==> src/rtl/bcsd_pkg.sv <==
package bcsd_pkg;

    // Default length of the dimming sub-counter cycle.
    localparam int SUB_TICK_PERIOD_DEF = 23;

    // Time keeping limits.
    localparam logic [5:0] SEC_LAST  = 6'd59;
    localparam logic [5:0] MIN_LAST  = 6'd59;
    localparam logic [4:0] HOUR_LAST = 5'd23;

    // Reset values of the clock.
    localparam logic [5:0] MIN_RESET  = 6'd30;
    localparam logic [4:0] HOUR_RESET = 5'd7;
    localparam logic [2:0] PINS_RESET = 3'b111;

    // Button pin positions.
    localparam int PIN_DOWN = 0;
    localparam int PIN_UP   = 1;
    localparam int PIN_SET  = 2;

    localparam logic [1:0] BRIGHT_FULL = 2'd3;

    typedef enum logic [1:0] {
        EV_DIM = 2'd0,
        EV_SEC = 2'd1,
        EV_BTN = 2'd2
    } evt_kind_t;

    typedef enum logic [1:0] {
        TGT_BRIGHT = 2'd0,
        TGT_HOUR   = 2'd1,
        TGT_MIN    = 2'd2
    } set_tgt_t;

    typedef struct packed {
        evt_kind_t  mode;
        logic [2:0] pins;
    } evt_t;

    typedef struct packed {
        logic [5:0] minute_leds;
        logic [4:0] hour_leds;
        logic       blink_out;
    } res_t;

endpackage

==> src/rtl/binary_clock_set_and_dimming.sv <==
// Binary LED clock with button setting and brightness dimming.
// A result is registered at its event transfer and offered on res_valid after
// any earlier results. Throughput: one event per cycle while evt_stall is low;
// one short pass updates clock and display; a two-entry buffer absorbs stalls.
// Reset: rst_n is asynchronous and active low; the clock restarts at 07:30:00
// with brightness off, set target on brightness and both result slots empty.
module binary_clock_set_and_dimming
    import bcsd_pkg::*;
#(
    parameter int SUB_TICK_PERIOD = SUB_TICK_PERIOD_DEF
)
(
    input  logic clk,
    input  logic rst_n,
    input  logic evt_valid,
    output logic evt_stall,
    input  evt_t evt_data,
    output logic res_valid,
    input  logic res_stall,
    output res_t res_data
);

    // An event transfer happens whenever the output buffer has a free slot.
    // Every event yields exactly one result, so the buffer fill alone decides
    // whether the next event can be taken.
    logic take;
    logic full;
    res_t core_res;

    assign evt_stall = full;
    assign take      = evt_valid && !full;

    // Time keeping, button handling and display refresh.
    bcsd_core #(
        .SUB_TICK_PERIOD (SUB_TICK_PERIOD)
    ) u_core (
        .clk   (clk),
        .rst_n (rst_n),
        .take  (take),
        .evt   (evt_data),
        .res   (core_res)
    );

    // Output register with a skid slot, so a stalled result does not block
    // the event that arrives behind it.
    bcsd_skid u_skid (
        .clk       (clk),
        .rst_n     (rst_n),
        .push      (take),
        .push_data (core_res),
        .full      (full),
        .res_valid (res_valid),
        .res_stall (res_stall),
        .res_data  (res_data)
    );

endmodule

==> src/rtl/bcsd_core.sv <==
module bcsd_core
    import bcsd_pkg::*;
#(
    parameter int SUB_TICK_PERIOD = SUB_TICK_PERIOD_DEF
)
(
    input  logic clk,
    input  logic rst_n,
    input  logic take,
    input  evt_t evt,
    output res_t res
);

    localparam int SubW = $clog2(SUB_TICK_PERIOD);
    localparam logic [SubW-1:0] SubLast = SubW'(SUB_TICK_PERIOD - 1);

    logic [SubW-1:0] sub_reg, sub_next;
    logic [5:0]      sec_reg, sec_next;
    logic [5:0]      min_reg, min_next;
    logic [4:0]      hour_reg, hour_next;
    set_tgt_t        tgt_reg, tgt_next;
    logic [1:0]      bright_reg, bright_next;
    logic            phase_reg, phase_next;
    logic [2:0]      pins_reg, pins_next;
    logic [5:0]      mdisp_reg, mdisp_next;
    logic [4:0]      hdisp_reg, hdisp_next;
    logic            blink_reg, blink_next;

    function automatic logic [5:0] reverse6(input logic [5:0] v);
        logic [5:0] r;
        for (int i = 0; i < 6; i++) begin
            r[5-i] = v[i];
        end
        return r;
    endfunction

    always_comb
    begin
        logic [2:0]      changed;
        logic            lit;
        logic            refresh;
        logic [3:0]      thr;

        sub_next    = sub_reg;
        sec_next    = sec_reg;
        min_next    = min_reg;
        hour_next   = hour_reg;
        tgt_next    = tgt_reg;
        bright_next = bright_reg;
        phase_next  = phase_reg;
        pins_next   = pins_reg;
        blink_next  = blink_reg;
        refresh     = 1'b0;
        changed     = evt.pins ^ pins_reg;

        unique case (evt.mode)
            EV_DIM:
            begin
                sub_next = (sub_reg == SubLast) ? '0 : sub_reg + 1'b1;
                refresh  = 1'b1;
            end
            EV_SEC:
            begin
                refresh    = 1'b1;
                blink_next = ~blink_reg;
                if (sec_reg == SEC_LAST)
                begin
                    sec_next = '0;
                    if (min_reg == MIN_LAST)
                    begin
                        min_next  = '0;
                        hour_next = (hour_reg == HOUR_LAST) ? '0 : hour_reg + 1'b1;
                    end
                    else
                    begin
                        min_next = min_reg + 1'b1;
                    end
                end
                else
                begin
                    sec_next = sec_reg + 1'b1;
                end
            end
            EV_BTN:
            begin
                pins_next  = evt.pins;
                phase_next = ~phase_reg;
                // The second change of each press/release pair takes effect.
                if (phase_reg)
                begin
                    if (changed[PIN_DOWN])
                    begin
                        unique case (tgt_reg)
                            TGT_BRIGHT: bright_next = bright_next - 1'b1;
                            TGT_HOUR:   hour_next = (hour_next == '0) ? HOUR_LAST
                                                                     : hour_next - 1'b1;
                            TGT_MIN:    min_next = (min_next == '0) ? MIN_LAST
                                                                   : min_next - 1'b1;
                            default:    ;
                        endcase
                    end
                    if (changed[PIN_UP])
                    begin
                        unique case (tgt_reg)
                            TGT_BRIGHT: bright_next = bright_next + 1'b1;
                            TGT_HOUR:   hour_next = (hour_next >= HOUR_LAST) ? '0
                                                                            : hour_next + 1'b1;
                            TGT_MIN:    min_next = (min_next >= MIN_LAST) ? '0
                                                                         : min_next + 1'b1;
                            default:    ;
                        endcase
                    end
                    if (changed[PIN_SET])
                    begin
                        unique case (tgt_reg)
                            TGT_BRIGHT: tgt_next = TGT_HOUR;
                            TGT_HOUR:   tgt_next = TGT_MIN;
                            default:    tgt_next = TGT_BRIGHT;
                        endcase
                    end
                end
            end
            default: ;
        endcase

        // Duty threshold brightness*5-4; only brightness 1 and 2 use it.
        thr = 4'({2'b00, bright_next} * 4'd5 - 4'd4);
        lit = (bright_next == BRIGHT_FULL) ||
              ((bright_next != 2'd0) && (sub_next < SubW'(thr)));

        mdisp_next = mdisp_reg;
        hdisp_next = hdisp_reg;
        if (refresh)
        begin
            if (lit)
            begin
                mdisp_next = reverse6(min_next);
                hdisp_next = hour_next;
            end
            else
            begin
                if (tgt_next != TGT_HOUR)
                begin
                    mdisp_next = '0;
                end
                if (tgt_next != TGT_MIN)
                begin
                    hdisp_next = '0;
                end
            end
        end

        res.minute_leds = mdisp_next;
        res.hour_leds   = hdisp_next;
        res.blink_out   = blink_next;
    end

    always_ff @(posedge clk or negedge rst_n)
    begin
        if (!rst_n)
        begin
            sub_reg    <= '0;
            sec_reg    <= '0;
            min_reg    <= MIN_RESET;
            hour_reg   <= HOUR_RESET;
            tgt_reg    <= TGT_BRIGHT;
            bright_reg <= '0;
            phase_reg  <= 1'b0;
            pins_reg   <= PINS_RESET;
            mdisp_reg  <= '0;
            hdisp_reg  <= '0;
            blink_reg  <= 1'b0;
        end
        else if (take)
        begin
            sub_reg    <= sub_next;
            sec_reg    <= sec_next;
            min_reg    <= min_next;
            hour_reg   <= hour_next;
            tgt_reg    <= tgt_next;
            bright_reg <= bright_next;
            phase_reg  <= phase_next;
            pins_reg   <= pins_next;
            mdisp_reg  <= mdisp_next;
            hdisp_reg  <= hdisp_next;
            blink_reg  <= blink_next;
        end
    end

endmodule

==> src/rtl/bcsd_skid.sv <==
module bcsd_skid
    import bcsd_pkg::*;
(
    input  logic clk,
    input  logic rst_n,
    input  logic push,
    input  res_t push_data,
    output logic full,
    output logic res_valid,
    input  logic res_stall,
    output res_t res_data
);

    logic out_valid_reg;
    logic skid_valid_reg;
    res_t out_data_reg;
    res_t skid_data_reg;
    logic pop;

    assign pop       = out_valid_reg && !res_stall;
    assign full      = skid_valid_reg;
    assign res_valid = out_valid_reg;
    assign res_data  = out_data_reg;

    always_ff @(posedge clk or negedge rst_n)
    begin
        if (!rst_n)
        begin
            out_valid_reg  <= 1'b0;
            skid_valid_reg <= 1'b0;
        end
        else
        begin
            if (skid_valid_reg)
            begin
                if (pop)
                begin
                    out_valid_reg  <= 1'b1;
                    skid_valid_reg <= 1'b0;
                end
            end
            else if (push)
            begin
                if (!out_valid_reg || pop)
                begin
                    out_valid_reg <= 1'b1;
                end
                else
                begin
                    skid_valid_reg <= 1'b1;
                end
            end
            else if (pop)
            begin
                out_valid_reg <= 1'b0;
            end
        end
    end

    always_ff @(posedge clk)
    begin
        if (skid_valid_reg)
        begin
            if (pop)
            begin
                out_data_reg <= skid_data_reg;
            end
        end
        else if (push)
        begin
            if (!out_valid_reg || pop)
            begin
                out_data_reg <= push_data;
            end
            else
            begin
                skid_data_reg <= push_data;
            end
        end
    end

endmodule

==> config.mk <==
export PLATFORM = sky130hd
export DESIGN_NAME = binary_clock_set_and_dimming
export DESIGN_NICKNAME = d
export VERILOG_FILES = /design/src/rtl/bcsd_pkg.sv /design/src/rtl/binary_clock_set_and_dimming.sv /design/src/rtl/bcsd_core.sv /design/src/rtl/bcsd_skid.sv
export SDC_FILE = /design/constraint.sdc
export NUM_CORES = 1
export LEC_CHECK = 0
export ABC_CLOCK_PERIOD_IN_PS = 10800
export BUFFER_PORTS_ARGS = -buffer_cell sky130_fd_sc_hd__buf_2
export CAP_MARGIN = 20
export CORE_MARGIN = 4
export CORE_UTILIZATION = 24
export DETAILED_ROUTE_END_ITERATION = 10
export SLEW_MARGIN = 20
export SYNTH_ARGS = -nofsm -noshare
export SYNTH_HDL_FRONTEND = slang
export SYNTH_HIERARCHICAL = 1
export SYNTH_SLANG_ARGS = --single-unit
==> constraint.sdc <==
create_clock -name clk -period 10.8 [get_ports clk]
set_input_delay 0.54 -clock clk [delete_from_list [all_inputs] [get_ports clk]]
set_output_delay 0.54 -clock clk [all_outputs]
set_load 0.01 [all_outputs]
Word level (Yosys, flattened, before mapping)
Cells that the tools add are included.
Widths: inputs -> output; s select.
{ "word_totals": {"ff_bits": 68, "out_inout_bits": 14, "elab_cells": 135} }
{ "op_classes": {"n_addsub": 11, "mul": 1, "n_lt_le_gt_ge": 3, "n_eq_ne": 13, "muxes": 61, "bitwise": 5, "reduce_logical": 22} }
{ "ops": {"columns": ["operator", "count"], "rows": [
  ["$mux 6", 15],
  ["$mux 5", 17],
  ["$mux 12", 4],
  ["$mux 2", 11],
  ["$add 6x1->6 const B", 3],
  ["$add 5x1->5 const B", 3],
  ["$eq 6x6->1 const B", 2],
  ["$pmux 6 s2", 1],
  ["$mux 1", 11],
  ["$eq 5x5->1 const B", 2],
  ["$pmux 5 s2", 1],
  ["$reduce_and 3->1", 3],
  ["$reduce_bool 2->1", 4],
  ["$eq 2x2->1 const B", 3],
  ["$ge 6x6->1 const B", 1],
  ["$logic_not 6->1", 1],
  ["$sub 6x1->6 const B", 1],
  ["$ge 5x5->1 const B", 1],
  ["$logic_not 5->1", 1],
  ["$lt 5x4->1", 1],
  ["$sub 5x1->5 const B", 1],
  ["$eq 2x1->1 const B", 2],
  ["$logic_not 2->1", 2],
  ["$mul 2x3->4 const B", 1],
  ["other kinds (14)", 24]
]} }

Depth between registers and ports, before layout
Gate-level depths: netlist of the first run.
{ "depth": {"ltp_word": 20, "mapped_depth": 16, "ltp_nobuf": 16} }

Modules after synthesis
Netlist of the first run, hierarchy kept.
{ "modules_own_cells": {"columns": ["module", "n_inst", "cells_each", "area_each_um2", "seq_area_each_um2"], "rows": [
  ["bcsd_core", 1, 458, 3751.1, 1063.5],
  ["bcsd_skid", 1, 50, 1011.0, 770.7],
  ["binary_clock_set_and_dimming", 1, 1, 13.8, 0.0]
]} }

Worst setup path after synthesis of the first run
Ideal clock, no wire load.
{ "synth_path": {"path_kind": "input -> register", "startpoint": "input evt_data[0] (netlist name)", "endpoint": "register u_skid.out_data_reg (netlist bit u_skid/res_data[8]), data pin", "arrival_time_ns": 3.522, "t_required_ns": 10.540, "path_slack_ns": 7.018, "cell_stages": 15, "cell_sequence": "xor2_1 > buf_4 > nor3_1 > o21ai_0 > xor2_1 > inv_1 > ha_1 > ha_1 > a211o_1 > a21oi_1 > a21o_1 > a211oi_1 > a211o_1 > a22o_1 > mux2_4"} }
{ "synth_lines": {"columns": ["element", "line", "text"], "rows": [
  ["from (decl)", "binary_clock_set_and_dimming.sv:17", "input evt_t evt_data,"],
  ["to (signal assigned)", "bcsd_skid.sv:66", "out_data_reg <= skid_data_reg;"],
  ["to (signal assigned)", "bcsd_skid.sv:73", "out_data_reg <= push_data;"],
  ["to (decl)", "bcsd_skid.sv:16", "res_t out_data_reg;"]
]} }

==> results by group, run 1 <==
Floorplan
  – # IOs: 23
  – Die Y: roughly 150 um
  – Die ar.: 0.0222 mm^2
  – FP Rows: 51
  – Initial core utilization: 24.5%
  – Die width: 149 um
  – Core Area: 0.0195 mm^2

Critical path
  – Req. time, crit path: 10.88 ns
  – Critical-path maximum fanout: 11
  – Worst Setup Start Kind: register
  – CP Capture Type: register
  – Bufs and invs on worst path: 1
  – CP startpoint: u_core/pins_reg[0]$_DFFE_PN1P_
  – CP peak stage delay: roughly 0.75 ns
  – Slowest-stage cell, CP: xnor2_1
  – CP Class: register to register
  – CP Cell Sequence: xnor2_1 > nor3_1 > o21ai_0 > xor2_1 > inv_1 > ha_1 > ha_1 > a211o_1 > a21oi_1 > a21o_1 > a211oi_1 > a211o_1 > a22o_1 > mux2_4
  – Reg2Reg Setup Slack: approximately 6.5 ns
  – Critical path arrival: 4.41 ns
  – Reg2reg start: u_core/pins_reg[0]$_DFFE_PN1P_
  – Cell family with most CP delay: compound AO/OA/AOI/OAI gates

Timing
  – Hold WS: a little over 0.2 ns
  – Relative slew slack: 34.1%
  – Least-Margin Pin Slew: 0.984 ns
  – Clock Skews: between 0.003 and 0.004 ns
  – Final hold vios: 0
  – Maximum clock rate: 0.231 GHz
  – Final Cycle Share: 40.0%
  – # setup viols final: 0
  – TNS Setup: 0 ns
  – Fin crit period: 4.32 ns
  – RSZ-0062 raised after global routing: no
  – Fin. max-slew vios: 0

Yosys
  – Top cells by area, synth: dfrtp_1, edfxtp_1, dfstp_2
  – Cell taking the most area after synthesis: dfrtp_1
  – Post-synth EDFFs: 24
  – Syn_area_per_cell: 9.38 um^2
  – Synth top area share: 17.8%
  – Gate count after technology mapping: 509
  – Sequential share of the synthesized area: around two fifths
  – Yosys reg bits: 68
  – Post-Syn Area: 0.00478 mm^2
  – Top FF cell, synth: dfrtp_1
  – Netlist cell types: 76
  – Synth warn: 6
  – Async set or reset register ratio after synthesis: 64.7%
  – Post-synth net total: around 540

Worst hold path
  – Min-delay worst type: primary input to async pin

Clocking
  – Post-CTS Resized: 0
  – CTS tree: done
  – Register clock-pin slew on the reported worst setup and hold paths: 0.06 ns
  – CTS Sinks: between 60 and 70
  – Total setup buffers inserted after CTS: 0
  – Clk root buf: clkbuf_16
  – Clk buf depth: 2
  – Hold buffer count at cts: 0
  – H-tree level count: 3
  – Later-pin clock latency in the skew report: 0.33 ns
  – CTS Buf Count: 9

Routing
  – Initial detailed-routing violation count: ~350
  – DRC violations left: 0
  – Routed WL per cell: 14.6 um
  – Post-route ant nets: 0
  – Drt via density: 4.91
  – DRT Pass-1 Iters: 6
  – Vias: 3,855
  – Total wire length: approximately 11,000 um

Status
  – Outcome: complete, no violations

Pwr
  – Pwr/cell area: 284 mW/mm^2
  – P_leak: 2.09 nW
  – Worst vdd ir: approximately 0.10 mV

Global routing
  – Initial antenna violation count: 0
  – Largest net degree at the start of global routing: 45
  – First-pass GRT wire length: 19,500 um
  – GRT Overall Usage: between 10% and 20%
  – Vias in the first global route: 3,669
  – Total grt overflow: 0

Placed design
  – Final Wtd Congestion: 0.842
  – Final HPWL DP: 8470 um
  – Input/output buffers: 22

Finish
  – Final Net Count: 541
  – Share of layout cells above drive strength 1: around 17%
  – Reg area: 0.00183 mm^2
  – Ant diodes: 0
  – Area growth, synth to finish: 13.2%
  – Footprint of the multi-input gates: roughly 0.0027 mm^2
  – Fillers: 2,096

Flow run
  – Max Cap Viol: 0
## final cells by class
type | instances | share of cell area, %
multi-input combinational | 388 | 49.8
sequential | 68 | 33.9
tap | 265 | 6.13
clock buffer | 9 | 4.17
timing repair buffer | 25 | 2.50
clock inverter | 7 | 1.83
inverter | 23 | 1.60
## placed cells by master (no fill, tap or decap), types with 9 or more instances in the layout
cell type  instances
mux2_2            17
clkbuf_16          9
dfstp_2           10
nor3_1            12
a31oi_1            9
nand2_1           50
edfxtp_1          24
xnor2_1           10
inv_1             22
buf_2             21
and3_1             9
o21ai_0           24
nor2_1            29
a21oi_1           29
dfrtp_1           34
a22o_1            11
nand3_1           16
ha_1              17
nand2b_1          11
## through the flow
stage,utilization (%),power (mW),instance area [um^2],instances,worst slack (ns)
2_1_floorplan,-,1.05,4780,509,7.02
3_3_place_gp,26.0,1.21,5080,769,6.27
3_5_place_dp,26.0,1.22,5080,769,6.25
4_1_cts,27.7,1.54,5400,785,6.52
5_1_grt,27.7,1.66,5410,785,6.17
6_report,27.7,1.54,5410,785,6.48
## power by group
part | switching [mW] | internal, mW | leakage (nW) | total, mW
registers | 0.129 | 0.396 | 0.755 | 0.525
logic | 0.397 | 0.298 | 1.18 | 0.695
clock network | 0.113 | 0.203 | 0.156 | 0.317
## cell families (layout without fill, tap and decap cells)
| group | after synthesis | in the layout | synth area share [%] |
|---|---|---|---|
| xor+xnor | 17 | 17 | 3.12 |
| fa+ha+maj | 17 | 17 | 4.45 |
| compound gates | 147 | 147 | 21.6 |
| flops | 68 | 68 | 38.4 |
| buf+inv | 53 | 64 | 5.19 |
| simple gates | 176 | 176 | 19.6 |
| mux | 31 | 31 | 7.68 |
## path summary, 6_finish.rpt
kind / endpoint / cells past startpoint
max in group asynchronous: u_core/mdisp_reg[4]$_DFFE_PN0P_ / 1
min in group clk: u_skid/full$_DFF_PN0_ / 3
worst max register to register: u_skid/res_data[8]$_DFFE_PP_ / 14
worst min register to register: u_core/hdisp_reg[0]$_DFFE_PN0P_ / 1
worst max-delay path: u_skid/res_data[8]$_DFFE_PP_ / 14
worst min-delay path: u_core/phase_reg$_DFFE_PN0P_ / 1
## per-layer routing
metal  global-route usage [%]  part of all wire, %  routed length, um  up-vias
met4                     3.20                  1.3                147        0
li1                         -                    -                  -     1910
met2                     16.5                   45               5130      101
met1                     15.2                   49               5600     1835
met3                     2.77                  5.4                616        9
met5                        0                    0                  0        -
## Yosys cell counts, types with 3 or more instances
master	count
nor2b_1	6
nand3_1	16
o31a_1	3
a31oi_1	9
nor3_1	12
nor4_1	7
a22o_1	11
and3_1	9
o21ai_1	4
o2bb2ai_1	7
o31ai_1	8
nand4_1	4
ha_1	17
buf_2	7
o21ai_0	24
o211ai_1	8
o21a_1	4
dfstp_2	10
xor2_1	7
nor2_1	29
nand2b_1	11
a211oi_1	5
a21oi_1	29
inv_1	22
mux2_2	17
nand2_1	50
or4_1	4
mux2i_1	7
nand3b_1	3
clkbuf_1	17
xnor2_1	10
or3_1	3
edfxtp_1	24
a21o_1	8
mux2_4	7
dfrtp_1	34
and2_1	4
## worst register-to-register path, cell delays in order (launching register included)
cell      delay, ns
dfstp_2        0.38
xnor2_1        0.75
nor3_1         0.11
o21ai_0        0.25
xor2_1         0.31
inv_1          0.10
ha_1           0.30
ha_1           0.31
a211o_1        0.27
a21oi_1        0.15
a21o_1         0.13
a211oi_1       0.06
a211o_1        0.40
a22o_1         0.29
mux2_4         0.27
Note: power is estimated with default switching activity, not from simulation.
==> run 2: changes to the inputs <==
- ABC_CLOCK_PERIOD_IN_PS: 10800 -> 3600
- clock period: 10.8 -> 3.6 ns (I/O delays scaled with it)
==> results by group, run 2 (synthesis gave the netlist of run 1 again) <==
Timing
  – Final Cycle Share: roughly 100%
  – Final hold vios: 0
  – Fin. max-slew vios: 0
  – Maximum clock rate: 0.284 GHz
  – Clock Skews: 0.00333 ns
  – Relative slew slack: 46.6%
  – # setup viols final: 0
  – TNS Setup: 0 ns
  – Least-Margin Pin Slew: 0.802 ns
  – Fin crit period: 3.52 ns
  – RSZ-0062 raised after global routing: yes

Finish
  – Final Net Count: about 600
  – Footprint of the multi-input gates: 0.00281 mm^2
  – Ant diodes: 0
  – Fillers: 2,030
  – Reg area: roughly 0.0018 mm^2
  – Fin area: 0.00591 mm^2
  – Share of layout cells above drive strength 1: 27.1%
  – Most common cell after layout, fill and taps aside: buf_4
  – Area growth, synth to finish: 23.8%
  – Most frequent cells in the layout: buf_4, nand2_1, dfrtp_1
  – Fin cells: 838

Worst hold path
  – Hold path startpoint: res_stall
  – Hold Path End: u_skid/full$_DFF_PN0_
  – Min-delay worst type: primary input to register
  – Hold Path Stages: 3

Global routing
  – Largest net degree at the start of global routing: 45
  – First-pass GRT wire length: 20,600 um
  – Total grt overflow: 0
  – GRT Overall Usage: between 10% and 20%
  – Vias in the first global route: 3,878
  – Initial antenna violation count: 0

Placed design
  – Final Wtd Congestion: 0.904
  – Placed instance count: 818
  – Area post-placement: 0.00545 mm^2
  – Input/output buffers: 22
  – Final HPWL DP: ~9300 um

Routing
  – DRT Pass-1 Iters: 5
  – Vias: about 4.1k
  – DRC violations left: 0
  – Routed WL per cell: 15.0 um
  – Initial detailed-routing violation count: between 200 and 300
  – Post-route ant nets: 0
  – Drt via density: 4.95
  – Total wire length: between 10,000 and 15,000 um

Clocking
  – Later-pin clock latency in the skew report: 0.33 ns
  – H-tree level count: 3
  – CTS tree: done
  – CTS Sinks: 68
  – Clk root buf: clkbuf_16
  – Clk buf depth: 2
  – Register clock-pin slew on the reported worst setup and hold paths: 0.05 ns
  – CTS Buf Count: 9

Critical path
  – Reg2Reg Setup Slack: 0.08 ns
  – RR Endpoint: u_skid/res_data[6]$_DFFE_PP_
  – Cells on worst reg2reg path: 12
  – CP Class: register to register
  – Worst Setup Start Kind: register
  – Critical path arrival: 3.59 ns
  – CP Capture Type: register
  – Reg2reg start: u_core/min_reg[1]$_DFFE_PN1P_
  – Req. time, crit path: 3.68 ns
  – Critical-path maximum fanout: 3

Status
  – Outcome: complete, no violations

Pwr
  – Pwr/cell area: 865 mW/mm^2
  – P_leak: 2.37 nW
  – Worst vdd ir: 0.308 mV

Floorplan
  – # IOs: 23
  – Die ar.: around 0.022 mm^2
  – Die Y: about 150 um
  – FP Rows: 51
  – Core Area: slightly below 0.02 mm^2
  – Initial core utilization: around a quarter
  – Die width: between 100 and 150 um

Flow run
  – Max Cap Viol: 0
[run 2: cell count changes in the layout (fill, tap and decap cells not counted), moves of 2 or more]
cell      delta
xor2_2       +2
buf_4       +52
o21ai_0      -2
xnor2_2      +3
clkbuf_1     +2
inv_6        -2
ha_1         -2
xor2_1       -2
ha_4         +2
xnor2_1      -3
[run 2: worst max path at each step]
stage	from	end	cells past startpoint	slack [ns]
after floorplan	u_core/pins_reg[0]$_DFFE_PN1P_	u_skid/res_data[8]$_DFFE_PP_	15	-0.02
after global placement	u_core/pins_reg[0]$_DFFE_PN1P_	u_skid/res_data[7]$_DFFE_PP_	16	0.003
after detailed placement	u_core/pins_reg[0]$_DFFE_PN1P_	u_skid/res_data[2]$_DFFE_PP_	14	-0.03
after CTS	u_core/pins_reg[0]$_DFFE_PN1P_	u_skid/res_data[6]$_DFFE_PP_	14	0.002
after global routing	u_core/min_reg[1]$_DFFE_PN1P_	u_skid/res_data[6]$_DFFE_PP_	12	-0.03
final	u_core/min_reg[1]$_DFFE_PN1P_	u_skid/res_data[6]$_DFFE_PP_	12	0.08
[run 2: report_power, final]
group	leakage, nW	internal [mW]	switching [mW]
Clock	0.151	0.604	0.321
Sequential	0.755	1.18	0.259
Combinational	1.47	1.27	1.48
Total	2.37	3.06	2.06
[run 2: worst max-delay path, stage by stage (launching register included)]
cell and delay [ns]:
dfstp_2 0.57, inv_1 0.07, ha_1 0.22, buf_4 0.15
or4_1 0.47, nor4_1 0.27, o211ai_1 0.26, a21boi_4 0.26
buf_4 0.13, o211ai_1 0.12, a31o_2 0.29, a22o_1 0.20
mux2_2 0.26
[run 2: timing repair]
action	in CTS	in global routing
endpoints found under the hold margin	0	34
buffers inserted	3	1
hold buffers	0	1
pin swaps	5	11
endpoints found under the setup margin	7	19
resized for setup	4	16
[run 2: final cells by class]
cell class | instances | area share, %
multi-input cells | 388 | 47.6
clock buffers | 11 | 3.94
inverters | 23 | 1.46
flip-flops and latches | 68 | 31.0
well taps | 265 | 5.61
repair buffers | 78 | 9.06
clock inverters | 5 | 1.31
[run 2: metrics by stage]
stage,setup slack [ns],total power [mW],hold slack [ns],utilization [%]
final,0.0822,5.11,0.0970,30.3
after global routing,-0.0290,5.49,0.101,30.3
after CTS,0.00186,5.01,0.0769,29.7
after detailed placement,-0.0298,4.01,0.432,27.9
after global placement,0.00274,3.99,0.418,27.9
after floorplan,-0.0170,3.15,-0.116,-
[run 2: routing by layer]
| layer | global-route usage, % | up-vias | part of all wire (%) |
|---|---|---|---|
| met4 | 4.12 | 0 | 1.8 |
| met1 | 16.3 | 1999 | 49 |
| met3 | 2.55 | 16 | 5.1 |
| met5 | 0 | - | 0 |
| met2 | 17.4 | 106 | 44 |
| li1 | - | 2024 | - |
==> run 3: changes to the inputs <==
- CORE_UTILIZATION: 24 -> 35
- SETUP_SLACK_MARGIN: not set -> 0.02
==> results by group, run 3 (synthesis gave the netlist of run 1 again) <==
Global routing
  – Total grt overflow: 0
  – Initial antenna violation count: 0
  – First-pass GRT wire length: 20,000 um
  – Largest net degree at the start of global routing: 45
  – Vias in the first global route: 3,853
  – GRT Overall Usage: ~16%

Timing
  – Fin. max-slew vios: 0
  – Clock Skews: 0.00738 ns
  – Fin crit period: around 3.5 ns
  – Least-Margin Pin Slew: 0.984 ns
  – Setup ws final: 0.0858 ns
  – Final Cycle Share: ~98%
  – Relative slew slack: 34.1%
  – Maximum clock rate: 0.285 GHz
  – RSZ-0062 raised after global routing: yes
  – Final hold vios: 0
  – # setup viols final: 0

Placed design
  – Input/output buffers: 22
  – Final Wtd Congestion: 0.917
  – Area post-placement: roughly 0.0052 mm^2
  – Final HPWL DP: 8870 um
  – Place WS: between 0.05 and 0.06 ns
  – Placed instance count: 709

Finish
  – Fin cells: 729
  – Fin area: 0.00561 mm^2
  – Area growth, synth to finish: 17.5%
  – Ant diodes: 0
  – Final Net Count: 574
  – Share of layout cells above drive strength 1: 24.2%
  – Finished Core Util: 42.2%
  – Most frequent cells in the layout: nand2_1, buf_4, dfrtp_1
  – Most common cell after layout, fill and taps aside: nand2_1

Clocking
  – Register clock-pin slew on the reported worst setup and hold paths: 0.06 ns
  – CTS tree: done
  – Later-pin clock latency in the skew report: 0.33 ns
  – Clk root buf: clkbuf_16
  – H-tree level count: 3
  – CTS Buf Count: 9
  – CTS Sinks: 68
  – Clk buf depth: 2

Pwr
  – Pwr/cell area: 876 mW/mm^2
  – Worst vdd ir: 0.265 mV
  – P_leak: 2.26 nW

Critical path
  – CP Cell Sequence: xnor2_2 > xnor2_1 > nand2b_1 > xnor2_1 > ha_4 > ha_4 > a211o_1 > a21oi_2 > a21o_1 > a211oi_1 > a211o_2 > a22o_1 > mux2_4
  – Worst Setup Start Kind: register
  – Bufs and invs on worst path: 0
  – CP peak stage delay: 0.58 ns
  – Slowest-stage cell, CP: dfstp_2
  – Cell family with most CP delay: compound AO/OA/AOI/OAI gates
  – Critical-path maximum fanout: 8
  – CP Capture Type: register
  – Req. time, crit path: 3.68 ns
  – CP Class: register to register
  – Critical path arrival: 3.60 ns

Floorplan
  – Die Y: 125 um
  – Die width: 125 um
  – Die ar.: 0.0156 mm^2
  – Core Area: 0.0133 mm^2
  – FP Rows: 42
  – # IOs: 23
  – Initial core utilization: between 30% and 40%

Worst hold path
  – Min-delay worst type: primary input to register

Routing
  – Post-route ant nets: 0
  – DRT Pass-1 Iters: 5
  – Drt via density: 5.60
  – Total wire length: 12,100 um
  – DRC violations left: 0
  – Routed WL per cell: 16.7 um
  – Vias: just over 4k
  – Initial detailed-routing violation count: 470

Status
  – Outcome: complete, no violations

Flow run
  – Max Cap Viol: 0
[run 3: changes by cell type in the layout (fill, tap and decap cells not counted), moves of 2 or more]
cell / before / now
o21ai_0: 22 / 20
clkinvlp_4: 0 / 2
clkbuf_1: 2 / 0
inv_6: 0 / 2
o21ai_1: 5 / 8
buf_4: 56 / 36
[run 3: timing repair]
action | CTS | global route
setup endpoints to repair | 0 | 18
resized for setup | 0 | 12
setup buffers | 0 | 3
hold endpoints to repair | 0 | 34
hold buffers | 0 | 1
[run 3: layout make-up]
class | count | area [um^2]
Inverter | 23 | 86.3
Sequential cell | 68 | 1830
Timing Repair Buffer | 58 | 385
Fill cell | 1281 | 7680
Tap cell | 176 | 220
Multi-Input combinational cell | 388 | 2780
Clock inverter | 7 | 82.6
Clock buffer | 9 | 225
[run 3: worst reg2reg max path: stages, from the launching register on]
cell      delay [ns]
dfstp_2         0.58
xnor2_2         0.16
xnor2_1         0.11
nand2b_1        0.17
xnor2_1         0.30
ha_4            0.26
ha_4            0.22
a211o_1         0.27
a21oi_2         0.12
a21o_1          0.12
a211oi_1        0.06
a211o_2         0.39
a22o_1          0.24
mux2_4          0.26
[run 3: power by group]
group | switching [mW] | internal (mW) | total (mW)
clock | 0.369 | 0.547 | 0.916
combinational | 1.42 | 1.14 | 2.56
sequential | 0.258 | 1.18 | 1.44
[run 3: worst paths after layout]
check                                                 from                              end  slack (ns)  cells past startpoint
max in group asynchronous                            rst_n     u_core/phase_reg$_DFFE_PN0P_        2.80                      2
max reg2reg                 u_core/pins_reg[1]$_DFFE_PN1P_     u_skid/res_data[8]$_DFFE_PP_        0.09                     13
min in group asynchronous                            rst_n    u_core/sec_reg[3]$_DFFE_PN0P_        0.39                      2
min reg2reg                u_core/hdisp_reg[4]$_DFFE_PN0P_  u_core/hdisp_reg[4]$_DFFE_PN0P_        0.49                      1
max                         u_core/pins_reg[1]$_DFFE_PN1P_     u_skid/res_data[8]$_DFFE_PP_        0.09                     13
min                                              res_stall            u_skid/full$_DFF_PN0_        0.09                      3
[run 3: routing by layer]
layer	share of wire (%)	up-vias	global-route usage [%]	wire, um
li1	-	1974	-	-
met1	47	1958	21.1	5700
met2	46	132	25.3	5640
met3	5.4	16	3.47	658
met4	1.3	0	3.51	155
met5	0	-	0	0
[run 3: per-stage QoR]
| stage | total power [mW] | setup TNS [ns] | hold WS (ns) |
|---|---|---|---|
| 5_1_grt | 5.28 | -0.628 | 0.100 |
| 3_3_place_gp | 3.83 | 0 | 0.407 |
| 4_1_cts | 4.83 | 0 | 0.0646 |
| 3_5_place_dp | 3.89 | 0 | 0.426 |
| 2_1_floorplan | 3.18 | 0 | -0.116 |
| 6_report | 4.92 | 0 | 0.0931 |
